`config.mk`:
```
export PLATFORM = sky130hd
export DESIGN_NAME = pcm_volume_scaler
export DESIGN_NICKNAME = d
export VERILOG_FILES = /design/src/sv/pvs_pkg.sv /design/src/sv/pvs_front.sv /design/src/sv/pvs_fifo.sv /design/src/sv/pvs_back.sv /design/src/sv/pcm_volume_scaler.sv
export VERILOG_INCLUDE_DIRS = /design/src /design/src/sv
export SDC_FILE = /design/constraint.sdc
export NUM_CORES = 2
export LEC_CHECK = 0
export BUFFER_PORTS_ARGS = -buffer_cell sky130_fd_sc_hd__buf_2
export CORE_ASPECT_RATIO = 1.1
export CORE_MARGIN = 1.5
export CORE_UTILIZATION = 47
export CTS_BUF_LIST = sky130_fd_sc_hd__clkbuf_4 sky130_fd_sc_hd__clkbuf_8 sky130_fd_sc_hd__clkbuf_16
export CTS_CLUSTER_DIAMETER = 120
export CTS_CLUSTER_SIZE = 24
export DETAILED_ROUTE_END_ITERATION = 8
export SLEW_MARGIN = 10
export SYNTH_ARGS = -nofsm -noshare
export SYNTH_HDL_FRONTEND = slang
export SYNTH_SLANG_ARGS = --single-unit
```
`constraint.sdc`:
```
create_clock -name i_clk -period 24.6 [get_ports i_clk]
set_clock_uncertainty 0.1 [all_clocks]
set_input_delay 0 -clock i_clk [delete_from_list [all_inputs] [get_ports i_clk]]
set_output_delay 0 -clock i_clk [all_outputs]
set_load 0.02 [all_outputs]
```
`src/sv/pcm_volume_scaler_macros.svh`:
```
// Assertion macros shared by the front end, queue and back end RTL files.
// Standalone header; no dependencies.
`ifndef PCM_VOLUME_SCALER_MACROS_SVH
`define PCM_VOLUME_SCALER_MACROS_SVH

`define PVS_ASSERT_IMPL(label, clk, rst_n, ante, cons) \
    label: assert property (@(posedge clk) disable iff (!rst_n) (ante) |-> (cons)) \
        else $error("pvs: same-cycle check failed");

`define PVS_ASSERT_NEXT(label, clk, rst_n, ante, cons) \
    label: assert property (@(posedge clk) disable iff (!rst_n) (ante) |=> (cons)) \
        else $error("pvs: next-cycle check failed");

`endif

```
`src/sv/pvs_pkg.sv`:
```
// Shared constants and types for the PCM volume scaler.
// No dependencies; imported by every module of the block.
`default_nettype none

package pvs_pkg;

    localparam int unsigned GainDiv    = 1000;
    localparam int unsigned RecipShift = 26;
    localparam int unsigned Recip      = (1 << RecipShift) / GainDiv;
    localparam int unsigned XW         = RecipShift;
    localparam int unsigned ProdW      = XW + 17;
    localparam int unsigned DigitW     = 16;
    localparam int unsigned Digits     = 3;
    localparam int unsigned MagW       = DigitW * Digits;
    localparam int unsigned RemW       = 10;
    localparam int unsigned Stages     = 2 * Digits;
    localparam int unsigned FifoDepth  = 4;
    localparam int unsigned FifoPtrW   = 2;

    localparam logic [MagW-1:0] SatPos16 = MagW'(64'd32767);
    localparam logic [MagW-1:0] SatNeg16 = MagW'(64'd32768);
    localparam logic [MagW-1:0] SatPos32 = MagW'(64'd2147483647);
    localparam logic [MagW-1:0] SatNeg32 = MagW'(64'd2147483648);

    localparam logic [1:0] FMT_16 = 2'd0;
    localparam logic [1:0] FMT_24 = 2'd1;
    localparam logic [1:0] FMT_32 = 2'd2;

    localparam logic [1:0] REG_GAIN   = 2'd0;
    localparam logic [1:0] REG_FORMAT = 2'd1;
    localparam logic [1:0] REG_MONO   = 2'd2;

    localparam logic [15:0] GAIN_RESET = 16'd50;

    typedef struct packed {
        logic [31:0] sample;
        logic        is16;
        logic        mono;
    } t_entry;

    typedef struct packed {
        logic            neg;
        logic            is16;
        logic            mono;
        logic [MagW-1:0] num;
        logic [MagW-1:0] quo;
        logic [RemW-1:0] rem;
        logic [XW-1:0]   x;
        logic [ProdW-1:0] prod;
    } t_work;

endpackage

`default_nettype wire

```
`src/sv/pvs_front.sv`:
```
// Front end: configuration registers, byte gathering and sample assembly.
// Depends on pvs_pkg; feeds completed samples to pvs_fifo.
`default_nettype none

`include "pcm_volume_scaler_macros.svh"

module pvs_front (
    input  wire logic            i_clk,
    input  wire logic            i_rst_n,
    input  wire logic            psel,
    input  wire logic            penable,
    input  wire logic            pwrite,
    input  wire logic [3:0]      paddr,
    input  wire logic [31:0]     pwdata,
    output logic      [31:0]     prdata,
    input  wire logic            i_in_valid,
    output logic                 o_in_ready,
    input  wire logic [7:0]      i_data_byte,
    input  wire logic            i_fifo_full,
    output logic                 o_push,
    output pvs_pkg::t_entry      o_entry,
    output logic      [15:0]     o_gain
);
    import pvs_pkg::*;

    logic [15:0] r_gain;
    logic [1:0]  r_format;
    logic        r_mono;
    logic [23:0] r_gather;
    logic [1:0]  r_pos;
    logic [23:0] n_gather;
    logic [1:0]  n_pos;
    logic        cfg_wr;
    logic        accept;
    logic        done;
    logic [2:0]  need;
    logic [31:0] sample;

    assign cfg_wr     = psel & penable & pwrite;
    assign o_in_ready = !i_fifo_full;
    assign accept     = i_in_valid & o_in_ready;
    assign o_gain     = r_gain;

    always_comb begin
        unique case (r_format)
            FMT_24:  need = 3'd3;
            FMT_32:  need = 3'd4;
            default: need = 3'd2;
        endcase
    end

    assign done = (3'({1'b0, r_pos}) + 3'd1) >= need;

    always_comb begin
        unique case (r_format)
            FMT_24:  sample = {i_data_byte, r_gather[15:0], 8'h00};
            FMT_32:  sample = {i_data_byte, r_gather[23:0]};
            default: sample = {{16{i_data_byte[7]}}, i_data_byte, r_gather[7:0]};
        endcase
    end

    assign o_push        = accept & done;
    assign o_entry.sample = sample;
    assign o_entry.is16  = (r_format != FMT_24) && (r_format != FMT_32);
    assign o_entry.mono  = r_mono;

    always_comb begin
        unique case (paddr[3:2])
            REG_GAIN:   prdata = {16'h0000, r_gain};
            REG_FORMAT: prdata = {30'h0, r_format};
            REG_MONO:   prdata = {31'h0, r_mono};
            default:    prdata = 32'h0;
        endcase
    end

    always_comb begin
        n_gather = r_gather;
        n_pos    = r_pos;
        priority if (cfg_wr && (paddr[3:2] == REG_FORMAT)) begin
            n_gather = '0;
            n_pos    = '0;
        end else if (accept && done) begin
            n_gather = '0;
            n_pos    = '0;
        end else if (accept) begin
            n_gather[{r_pos, 3'b000} +: 8] = i_data_byte;
            n_pos    = r_pos + 2'd1;
        end else begin
            n_gather = r_gather;
            n_pos    = r_pos;
        end
    end

    always_ff @(posedge i_clk) begin
        if (!i_rst_n) begin
            r_gain   <= GAIN_RESET;
            r_format <= FMT_16;
            r_mono   <= 1'b0;
            r_gather <= '0;
            r_pos    <= '0;
        end else begin
            r_gather <= n_gather;
            r_pos    <= n_pos;
            if (cfg_wr) begin
                unique case (paddr[3:2])
                    REG_GAIN:   r_gain   <= pwdata[15:0];
                    REG_FORMAT: r_format <= pwdata[1:0];
                    REG_MONO:   r_mono   <= pwdata[0];
                    default:    ;
                endcase
            end
        end
    end

    `PVS_ASSERT_IMPL(a_pos_bound, i_clk, i_rst_n, 1'b1, (3'(r_pos) < need))

endmodule

`default_nettype wire

```
`src/sv/pvs_fifo.sv`:
```
// Short sample queue between the front end and the scaling pipeline.
// Depends on pvs_pkg for the entry type and depth.
`default_nettype none

`include "pcm_volume_scaler_macros.svh"

module pvs_fifo (
    input  wire logic             i_clk,
    input  wire logic             i_rst_n,
    input  wire logic             i_push,
    input  wire pvs_pkg::t_entry  i_entry,
    input  wire logic             i_pop,
    output pvs_pkg::t_entry       o_entry,
    output logic                  o_full,
    output logic                  o_empty
);
    import pvs_pkg::*;

    t_entry              r_mem [FifoDepth];
    logic [FifoPtrW-1:0] r_wr_ptr;
    logic [FifoPtrW-1:0] r_rd_ptr;
    logic [FifoPtrW:0]   r_count;
    logic                do_push;
    logic                do_pop;

    assign o_full  = r_count == (FifoPtrW+1)'(FifoDepth);
    assign o_empty = r_count == '0;
    assign do_push = i_push & !o_full;
    assign do_pop  = i_pop & !o_empty;
    assign o_entry = r_mem[r_rd_ptr];

    always_ff @(posedge i_clk) begin
        if (do_push) begin
            r_mem[r_wr_ptr] <= i_entry;
        end
    end

    always_ff @(posedge i_clk) begin
        if (!i_rst_n) begin
            r_wr_ptr <= '0;
            r_rd_ptr <= '0;
            r_count  <= '0;
        end else begin
            if (do_push) begin
                r_wr_ptr <= r_wr_ptr + 1'b1;
            end
            if (do_pop) begin
                r_rd_ptr <= r_rd_ptr + 1'b1;
            end
            unique case ({do_push, do_pop})
                2'b10:   r_count <= r_count + 1'b1;
                2'b01:   r_count <= r_count - 1'b1;
                default: r_count <= r_count;
            endcase
        end
    end

    `PVS_ASSERT_IMPL(a_no_overflow, i_clk, i_rst_n, i_push, !o_full)
    `PVS_ASSERT_IMPL(a_empty_ptrs, i_clk, i_rst_n, o_empty, (r_wr_ptr == r_rd_ptr))

endmodule

`default_nettype wire

```
`src/sv/pvs_back.sv`:
```
// Back end: gain multiply, digit-serial divide by 1000, saturation, output.
// Depends on pvs_pkg; pulls samples from pvs_fifo.
`default_nettype none

`include "pcm_volume_scaler_macros.svh"

module pvs_back (
    input  wire logic             i_clk,
    input  wire logic             i_rst_n,
    input  wire pvs_pkg::t_entry  i_entry,
    input  wire logic             i_fifo_empty,
    output logic                  o_pop,
    input  wire logic [15:0]      i_gain,
    output logic                  o_out_valid,
    input  wire logic             i_out_ready,
    output logic signed [31:0]    o_scaled_sample,
    output logic                  o_clipped,
    output logic                  o_run_last
);
    import pvs_pkg::*;

    t_work            r_st [Stages+1];
    t_work            n_st [Stages+1];
    logic [Stages:0]  r_v;
    logic             adv;
    logic             in_neg;
    logic [31:0]      in_mag;
    logic [16:0]      qe;
    logic [XW-1:0]    r_full;
    logic             ge;
    logic [16:0]      q;
    logic [XW-1:0]    r_fix;
    t_work            last;
    logic             sat;
    logic [31:0]      word;
    logic             r_out_v;
    logic [31:0]      r_word;
    logic             r_clip;
    logic             r_mono;
    logic             r_second;

    assign o_run_last = !r_mono || r_second;
    assign adv        = !r_out_v || (i_out_ready && o_run_last);
    assign o_pop      = adv && !i_fifo_empty;

    assign in_neg = i_entry.sample[31];
    assign in_mag = in_neg ? (~i_entry.sample + 32'd1) : i_entry.sample;

    always_comb begin
        n_st[0].neg  = in_neg;
        n_st[0].is16 = i_entry.is16;
        n_st[0].mono = i_entry.mono;
        n_st[0].num  = MagW'(in_mag) * MagW'(i_gain);
        n_st[0].quo  = '0;
        n_st[0].rem  = '0;
        n_st[0].x    = '0;
        n_st[0].prod = '0;
        qe     = '0;
        r_full = '0;
        ge     = 1'b0;
        q      = '0;
        r_fix  = '0;
        for (int i = 1; i <= Stages; i++) begin
            n_st[i] = r_st[i-1];
            if (i[0]) begin
                n_st[i].x    = {r_st[i-1].rem, r_st[i-1].num[MagW-1 -: DigitW]};
                n_st[i].prod = ProdW'(n_st[i].x) * ProdW'(Recip);
            end else begin
                qe     = r_st[i-1].prod[ProdW-1 -: 17];
                r_full = r_st[i-1].x - (XW'(qe) * XW'(GainDiv));
                ge     = r_full >= XW'(GainDiv);
                q      = ge ? (qe + 17'd1) : qe;
                r_fix  = ge ? (r_full - XW'(GainDiv)) : r_full;
                n_st[i].quo = {r_st[i-1].quo[MagW-DigitW-1:0], q[DigitW-1:0]};
                n_st[i].rem = r_fix[RemW-1:0];
                n_st[i].num = {r_st[i-1].num[MagW-DigitW-1:0], {DigitW{1'b0}}};
            end
        end
    end

    assign last = r_st[Stages];

    always_comb begin
        if (last.neg) begin
            sat  = last.quo > (last.is16 ? SatNeg16 : SatNeg32);
            word = sat ? (last.is16 ? 32'hFFFF_8000 : 32'h8000_0000)
                       : (~last.quo[31:0] + 32'd1);
        end else begin
            sat  = last.quo > (last.is16 ? SatPos16 : SatPos32);
            word = sat ? (last.is16 ? 32'h0000_7FFF : 32'h7FFF_FFFF) : last.quo[31:0];
        end
    end

    always_ff @(posedge i_clk) begin
        if (adv) begin
            for (int i = 0; i <= Stages; i++) begin
                r_st[i] <= n_st[i];
            end
            r_word <= word;
            r_clip <= sat;
            r_mono <= last.mono;
        end
    end

    always_ff @(posedge i_clk) begin
        if (!i_rst_n) begin
            r_v      <= '0;
            r_out_v  <= 1'b0;
            r_second <= 1'b0;
        end else begin
            if (adv) begin
                r_v      <= {r_v[Stages-1:0], !i_fifo_empty};
                r_out_v  <= r_v[Stages];
                r_second <= 1'b0;
            end else if (i_out_ready) begin
                r_second <= 1'b1;
            end
        end
    end

    assign o_out_valid     = r_out_v;
    assign o_scaled_sample = r_word;
    assign o_clipped       = r_clip;

    `PVS_ASSERT_IMPL(a_second_is_mono, i_clk, i_rst_n, (r_out_v && r_second), r_mono)
    `PVS_ASSERT_NEXT(a_mono_pair, i_clk, i_rst_n, (r_out_v && r_mono && !r_second && i_out_ready), (r_out_v && r_second))

endmodule

`default_nettype wire

```
`src/sv/pcm_volume_scaler.sv`:
```
// Top level of the PCM volume scaler: joins front end, queue and back end.
// Depends on pvs_pkg, pvs_front, pvs_fifo and pvs_back.
//
// Usage: bytes of little-endian PCM enter on i_data_byte with i_in_valid /
// o_in_ready, one per cycle. Every completed sample leaves as one result
// (stereo) or two identical results (mono) on o_out_valid / i_out_ready,
// with o_run_last marking the final result of the byte that finished it.
// Gain, sample format and mono mode are set over the APB port; pready is
// always high and a write lands in the access cycle. Writing the format
// drops any partial sample.
// A sample's result passes through the queue, the multiply stage, three
// two-stage divide-by-1000 digit steps and the output register.
// Throughput: one byte per cycle while o_in_ready is high and one result
// per cycle while i_out_ready is high.
// Reset (synchronous, active low) restores gain 50/1000, 16-bit stereo,
// and empties the queue and pipeline.
// A stalled receiver freezes the pipeline; bytes are still taken until the
// four-entry sample queue fills, then o_in_ready drops.
`default_nettype none

module pcm_volume_scaler (
    input  wire logic          i_clk,
    input  wire logic          i_rst_n,
    input  wire logic          psel,
    input  wire logic          penable,
    input  wire logic          pwrite,
    input  wire logic [3:0]    paddr,
    input  wire logic [31:0]   pwdata,
    output logic      [31:0]   prdata,
    output logic               pready,
    input  wire logic          i_in_valid,
    output logic               o_in_ready,
    input  wire logic [7:0]    i_data_byte,
    output logic               o_out_valid,
    input  wire logic          i_out_ready,
    output logic signed [31:0] o_scaled_sample,
    output logic               o_clipped,
    output logic               o_run_last
);
    import pvs_pkg::*;

    t_entry      push_entry;
    t_entry      pop_entry;
    logic        push;
    logic        pop;
    logic        fifo_full;
    logic        fifo_empty;
    logic [15:0] gain;

    assign pready = 1'b1;

    pvs_front u_front (
        .i_clk       (i_clk),
        .i_rst_n     (i_rst_n),
        .psel        (psel),
        .penable     (penable),
        .pwrite      (pwrite),
        .paddr       (paddr),
        .pwdata      (pwdata),
        .prdata      (prdata),
        .i_in_valid  (i_in_valid),
        .o_in_ready  (o_in_ready),
        .i_data_byte (i_data_byte),
        .i_fifo_full (fifo_full),
        .o_push      (push),
        .o_entry     (push_entry),
        .o_gain      (gain)
    );

    pvs_fifo u_fifo (
        .i_clk   (i_clk),
        .i_rst_n (i_rst_n),
        .i_push  (push),
        .i_entry (push_entry),
        .i_pop   (pop),
        .o_entry (pop_entry),
        .o_full  (fifo_full),
        .o_empty (fifo_empty)
    );

    pvs_back u_back (
        .i_clk           (i_clk),
        .i_rst_n         (i_rst_n),
        .i_entry         (pop_entry),
        .i_fifo_empty    (fifo_empty),
        .o_pop           (pop),
        .i_gain          (gain),
        .o_out_valid     (o_out_valid),
        .i_out_ready     (i_out_ready),
        .o_scaled_sample (o_scaled_sample),
        .o_clipped       (o_clipped),
        .o_run_last      (o_run_last)
    );

endmodule

`default_nettype wire

```
=== After elaboration in Yosys (flattened, before gate mapping) ===
Memory sizes are Yosys's and may differ from the RTL's. A register that Yosys moved wholly into a read port is not among the register bits.
Cells that the tools add are included.

* Register bits: 95
* Memory bits (writable): 1382
* Output and inout bits: 69
* Word-level logic and storage cells: 112
* Memories kept: 2

* Add/subtract/negate cells: 18
* $mul: 7
* Order comparisons: 6
* Eq/ne operators: 9
* Shift operators: 2
* Multiplexer cells: 26
* Bitwise operators: 9
* Reduce and logical (&&, ||, !) cells: 19

{| class="wikitable"
|+ Memories
! memory !! words !! bits a word !! read ports !! clocked after memory_dff !! write ports !! line !! RTL
|-
| u_back.r_st || 7 || 178 || 7 || 0 || 7 || pvs_back.sv:22 || <nowiki>t_work r_st [Stages+1];</nowiki>
|-
| u_fifo.r_mem || 4 || 34 || 1 || 1 || 1 || pvs_fifo.sv:19 || <nowiki>t_entry r_mem [FifoDepth];</nowiki>
|}

{| class="wikitable"
|+ Operators by type and width
! kind !! count
|-
| $mux 32 || 5
|-
| $mul 26x15->41 const B || 3
|-
| $gt 48x48->1 || 2
|-
| $mux 31 || 3
|-
| $ge 26x10->1 const B || 3
|-
| $sub 26x26->26 || 3
|-
| $mul 17x7->23 const B || 3
|-
| $add 32x1->32 const B || 2
|-
| $not 32->32 || 2
|-
| $pmux 31 s2 || 1
|-
| $add 16x1->16 const B || 3
|-
| $mul 32x16->48 || 1
|-
| $mux 16 || 3
|-
| $pmux 16 s3 || 1
|-
| $mux 10 || 3
|-
| $sub 10x10->10 const B || 3
|-
| $bwmux 24 || 1
|-
| $shift 8x7->24 const A || 1
|-
| $shiftx 8x7->24 || 1
|-
| $pmux 3 s2 || 2
|-
| $neg 5->7 || 1
|-
| $add 2x1->2 const B || 3
|-
| $and 1x1->1 || 6
|-
| $eq 2x1->1 const B || 3
|-
| other kinds (20) || 37
|}

=== Depth between registers and ports, before layout ===
* Depth in word-level cells: 8
* Depth in mapped cells: 37
* Depth with buffers taken out: 34

=== Hierarchy ===
From an unflattened synthesis, not the netlist that was laid out.

* Cell total of the unflattened synthesis: 5696
* Area total of the unflattened synthesis: 61391.4 um^2

{| class="wikitable"
|+ Modules (own cells, without submodules)
! module !! instances !! cells an instance !! area an instance (um^2) !! seq. area each (um^2)
|-
| pvs_back || 1 || 5158 || 53397.5 || 13062.5
|-
| pvs_fifo || 1 || 232 || 5435.2 || 4264.1
|-
| pvs_front || 1 || 304 || 2547.4 || 900.9
|-
| pcm_volume_scaler || 1 || 2 || 11.3 || 0.0
|}

=== Least setup slack after synthesis ===
OpenSTA, ideal clock, no wires.

* Path kind: reg2reg
* From: register u_back.r_mono
* To: register u_back.r_clip (netlist: u_back.o_clipped) (enable)
* Library setup time: 0.778 ns
* Arrival: 9.222 ns
* Slack: 14.501 ns
* Cell stages (with the launch flop): 5
* Buffers on the path: 1
* Clock period less this slack: 10.099 ns
* Path through: edfxtp_1 -> nand2b_1 -> a21boi_0 -> buf_1 -> inv_1

* Cells in the longest elaborated chain, start to end: 4

{| class="wikitable"
|+ RTL lines
! element !! line !! RTL
|-
| start, declared || pvs_back.sv:39 || <nowiki>logic r_mono;</nowiki>
|-
| start signal, assigned || pvs_back.sv:101 || <nowiki>r_mono <= last.mono;</nowiki>
|-
| $logic_not 1->1 || pvs_back.sv:42 || <nowiki>assign o_run_last = !r_mono || r_second;</nowiki>
|-
| $logic_or 1x1->1 || pvs_back.sv:42 ||
|-
| named net o_run_last || pcm_volume_scaler.sv:38 || <nowiki>output logic o_run_last</nowiki>
|-
| $logic_and 1x1->1 || pvs_back.sv:43 || <nowiki>assign adv = !r_out_v || (i_out_ready && o_run_last);</nowiki>
|-
| $logic_or 1x1->1 || pvs_back.sv:43 ||
|-
| end signal, assigned || pvs_back.sv:100 || <nowiki>r_clip <= sat;</nowiki>
|-
| end, declared || pvs_back.sv:38 || <nowiki>logic r_clip;</nowiki>
|}

The timed path passes the listed nets, and every way through them passes these cells.
A chain may end at the register's enable or synchronous reset.

==> impl_summary.txt <==
----------------------------------------------------
[Placement]
  Placer's final routability congestion estimate ... 0.875
  Placed wire-length estimate after detailed placement ... between 90000 and 100000 um
  Post-Place Worst Slack ... about 14 ns
  I/O Buffers ... 84

[Synth]
  Async set-or-reset flop fraction in the synthesized netlist ... 0%
  Number of enable-type register cells in the synthesized netlist ... 565
  Leading register cell type out of synthesis ... sky130_fd_sc_hd__edfxtp_1
  Most area-hungry cell type in the Yosys netlist ... sky130_fd_sc_hd__edfxtp_1
  Area share of the largest cell type after synthesis ... 27.6%
  Summed instance area of the synthesized netlist ... just over 0.06 mm2
  Sequential share of the synthesized area ... 29.6%
  Number of synthesized register bits ... 628
  Yosys warning total ... 0
  Synth Instances ... about 5700
  Mean cell area of the mapped netlist ... 10.8 um2
  Unique masters post-synth ... 91
  Top cells by area in the synthesized netlist ... sky130_fd_sc_hd__edfxtp_1, sky130_fd_sc_hd__fa_1, sky130_fd_sc_hd__ha_1

[GRT]
  Number of global-route vias before repair ... roughly 42000
  Wire length of the first global-routing pass ... around 210000 um
  Maximum number of pins on one net before global-route repair ... 92
  Antenna violations before repair ... 1
  Total Routing Usage GR ... roughly a fifth
  Gr ovfl total ... 0

[Critical path]
  Data arrival time of the worst path ... 11.12 ns
  Highest-delay cell along the critical path ... sky130_fd_sc_hd__mux4_1
  Critical path start-end classification ... reg2reg
  Largest stage delay on the critical path ... 1.00 ns
  Critical path launch point type ... flop
  Worst EP required ... 24.86 ns
  CP Capture Type ... flop
  Max FO, Critical Path ... 35
  Most common cell type on the critical path ... sky130_fd_sc_hd__fa_1
  Minimum setup slack among reg-to-reg paths ... 13.74 ns

[Routing]
  Number of detailed-route iterations in the first pass ... 5
  Routed len/inst ... between 15 and 20 um
  Detailed-route via count ... a little under 40000
  Via density per instance ... 5.24
  DRC viols ... 0
  Total wire length ... 124000 um
  Routed Antenna Nets ... 0
  Drt initial violations ... between 1500 and 2000

[Die]
  Initial core utilization ... between 40% and 50%
  Die H ... roughly 380 um
  Core area ... 0.130 mm2
  I/O pin count ... 120
  Die footprint ... 0.133 mm2
  Core Rows ... around 140
  X dimension of the die ... 348 um

[Job]
  Maximum capacitance violations ... 0

[STA]
  Rel. slew slack ... about a fifth
  Final Cycle Share ... ~44%
  Final period demand of the worst path ... 10.86 ns
  Worst setup margin ... approximately 14 ns
  Slew at the pin closest to its max-slew limit ... 1.21 ns
  Pins over their slew limit ... 0
  Final-report hold violation count ... 0
  RSZ-0062 raised after global routing ... no
  Setup total negative slack ... 0 ns
  Maximum clock rate ... between 90 and 100 MHz
  Count of endpoints failing setup in the final report ... 0

[Final layout]
  Signed area change from the synthesized netlist to the final layout ... 6.57%
  Area used by multi-input combinational logic ... 0.0386 mm2
  Count of inserted antenna diode cells ... 0
  Net count of the finished layout ... 7372
  Layout cell share with drive strength beyond 1 ... 4.78%
  Area occupied by registers ... approximately 0.018 mm2
  Layout filler cell count ... 11600

[Clocking]
  Post-CTS Setup Inserts ... 0
  Number of buffers created by CTS ... 34
  CTS root buf ... sky130_fd_sc_hd__clkbuf_16
  Later-pin clock latency in the skew report ... approximately 0.6 ns
  H-tree depth reported by CTS ... 2
  Deepest clock path buffer count ... 3
  Clock sink count ... 628
  Clock-pin slew of the registers on the worst-case setup and hold paths ... 0.10 ns
  CTS tree ... built
  Post_cts resized ... 0

[Min path]
  Class of the most critical hold timing path ... in2reg

[Status]
  Outcome ... finished, final reports clean

----------------------------------------------------
critical path, delay by kind of cell, from the launching register on:
| family | cells | cell delay [ns] |
|---|---|---|
| compound gates | 11 | 2.81 |
| fa+ha+maj | 8 | 3.67 |
| flops | 1 | 0.32 |
| simple gates | 3 | 0.80 |
| buf+inv | 5 | 0.84 |
| xor+xnor | 2 | 1.04 |
| mux | 1 | 1.00 |
placed cells by master, fill, tap and decap left out, drive strengths merged, types with 84 or more instances in the layout:
master and instances:
inv 1131, and2 254, nor2 166, buf 127, edfxtp 565, a21oi 192
ha 820, nand2 504, fa 703, xnor2 160, a21o 84, o21ai 155
sequential cells by signal (all words and copies together), names as in the netlist, named ones only:
| name | flops |
|---|---|
| u_back.r_second | 1 |
| u_fifo.r_mem | 136 |
| u_back.o_clipped | 1 |
| u_back.o_out_valid | 1 |
| u_front.o_gain | 16 |
| u_front.r_pos | 2 |
| u_fifo.r_rd_ptr | 2 |
| u_back.r_v | 7 |
| u_front.r_mono | 1 |
| u_back.r_mono | 1 |
| u_back.r_st | 395 |
| u_back.o_scaled_sample | 32 |
| u_front.r_format | 2 |
| u_fifo.r_wr_ptr | 2 |
| u_fifo.r_count | 3 |
| u_front.r_gather | 24 |
metal layers:
| metal | GRT usage, % | routed length [um] | vias up | share of wire [%] |
|---|---|---|---|---|
| met4 | 5.14 | 3010 | 0 | 2.4 |
| met3 | 1.80 | 3680 | 171 | 3.0 |
| met5 | 0 | 0 | - | 0 |
| met1 | 24.1 | 53000 | 19600 | 43 |
| li1 | - | - | 18900 | - |
| met2 | 35.7 | 64600 | 591 | 52 |
worst paths after layout:
path,startpoint,to,cells past startpoint
max,flop,u_back.r_st[0][174],30
min,i_data_byte[5],u_front.r_gather[13],4
max reg2reg,flop,u_back.r_st[0][174],30
min reg2reg,u_back.r_st[4][99],u_back.r_st[5][99],0
logic make-up after synthesis:
group,share of synthesized area [%]
adder cells (fa/ha/maj),39.5
buffers and inverters,8.09
AND/OR/NAND/NOR,10.2
AO/OA/AOI/OAI,7.53
flip-flops,29.6
XOR/XNOR,3.38
multiplexers,1.67
other,0.0122
repair_timing:
item	CTS	global route
setup endpoints to repair	0	0
hold buffers	67	0
hold endpoints to repair	125	0
layout make-up:
cell class | count | share of cell area (%)
Clock buffer | 43 | 1.43
Tap cell | 1692 | 3.23
Inverter | 1124 | 6.44
Timing Repair Buffer | 194 | 2.15
Sequential cell | 628 | 27.8
Multi-Input combinational cell | 3816 | 58.8
Clock inverter | 10 | 0.173
synthesized netlist by cell type, types with 25 or more instances:
cell type	count
sky130_fd_sc_hd__and2_1	252
sky130_fd_sc_hd__xnor2_1	158
sky130_fd_sc_hd__inv_1	1124
sky130_fd_sc_hd__nor2b_1	48
sky130_fd_sc_hd__o21ai_0	148
sky130_fd_sc_hd__and3_1	26
sky130_fd_sc_hd__mux4_2	25
sky130_fd_sc_hd__nand3_1	66
sky130_fd_sc_hd__nand4_1	30
sky130_fd_sc_hd__xor2_1	76
sky130_fd_sc_hd__edfxtp_1	565
sky130_fd_sc_hd__a21oi_1	192
sky130_fd_sc_hd__nor3_1	41
sky130_fd_sc_hd__fa_1	703
sky130_fd_sc_hd__a31oi_1	26
sky130_fd_sc_hd__nand2b_1	30
sky130_fd_sc_hd__nand2_1	492
sky130_fd_sc_hd__ha_1	820
sky130_fd_sc_hd__nor2_1	166
sky130_fd_sc_hd__or3_1	26
sky130_fd_sc_hd__clkbuf_1	116
sky130_fd_sc_hd__dfxtp_1	63
sky130_fd_sc_hd__o21a_1	31
sky130_fd_sc_hd__a21o_1	84
metrics by stage:
stage	hold WS [ns]	area (um2)	cells	utilization [%]
2_1_floorplan	-0.00113	61600	5733	-
3_3_place_gp	0.118	63900	7387	49.1
3_5_place_dp	0.119	63900	7387	49.1
4_1_cts	0.0987	65600	7507	50.4
5_1_grt	0.127	65600	7507	50.4
6_report	0.139	65600	7507	50.4
Power is left out: the tool's default activity adds up to more than one toggle a clock period on the data nets, which glitch-free logic cannot reach.
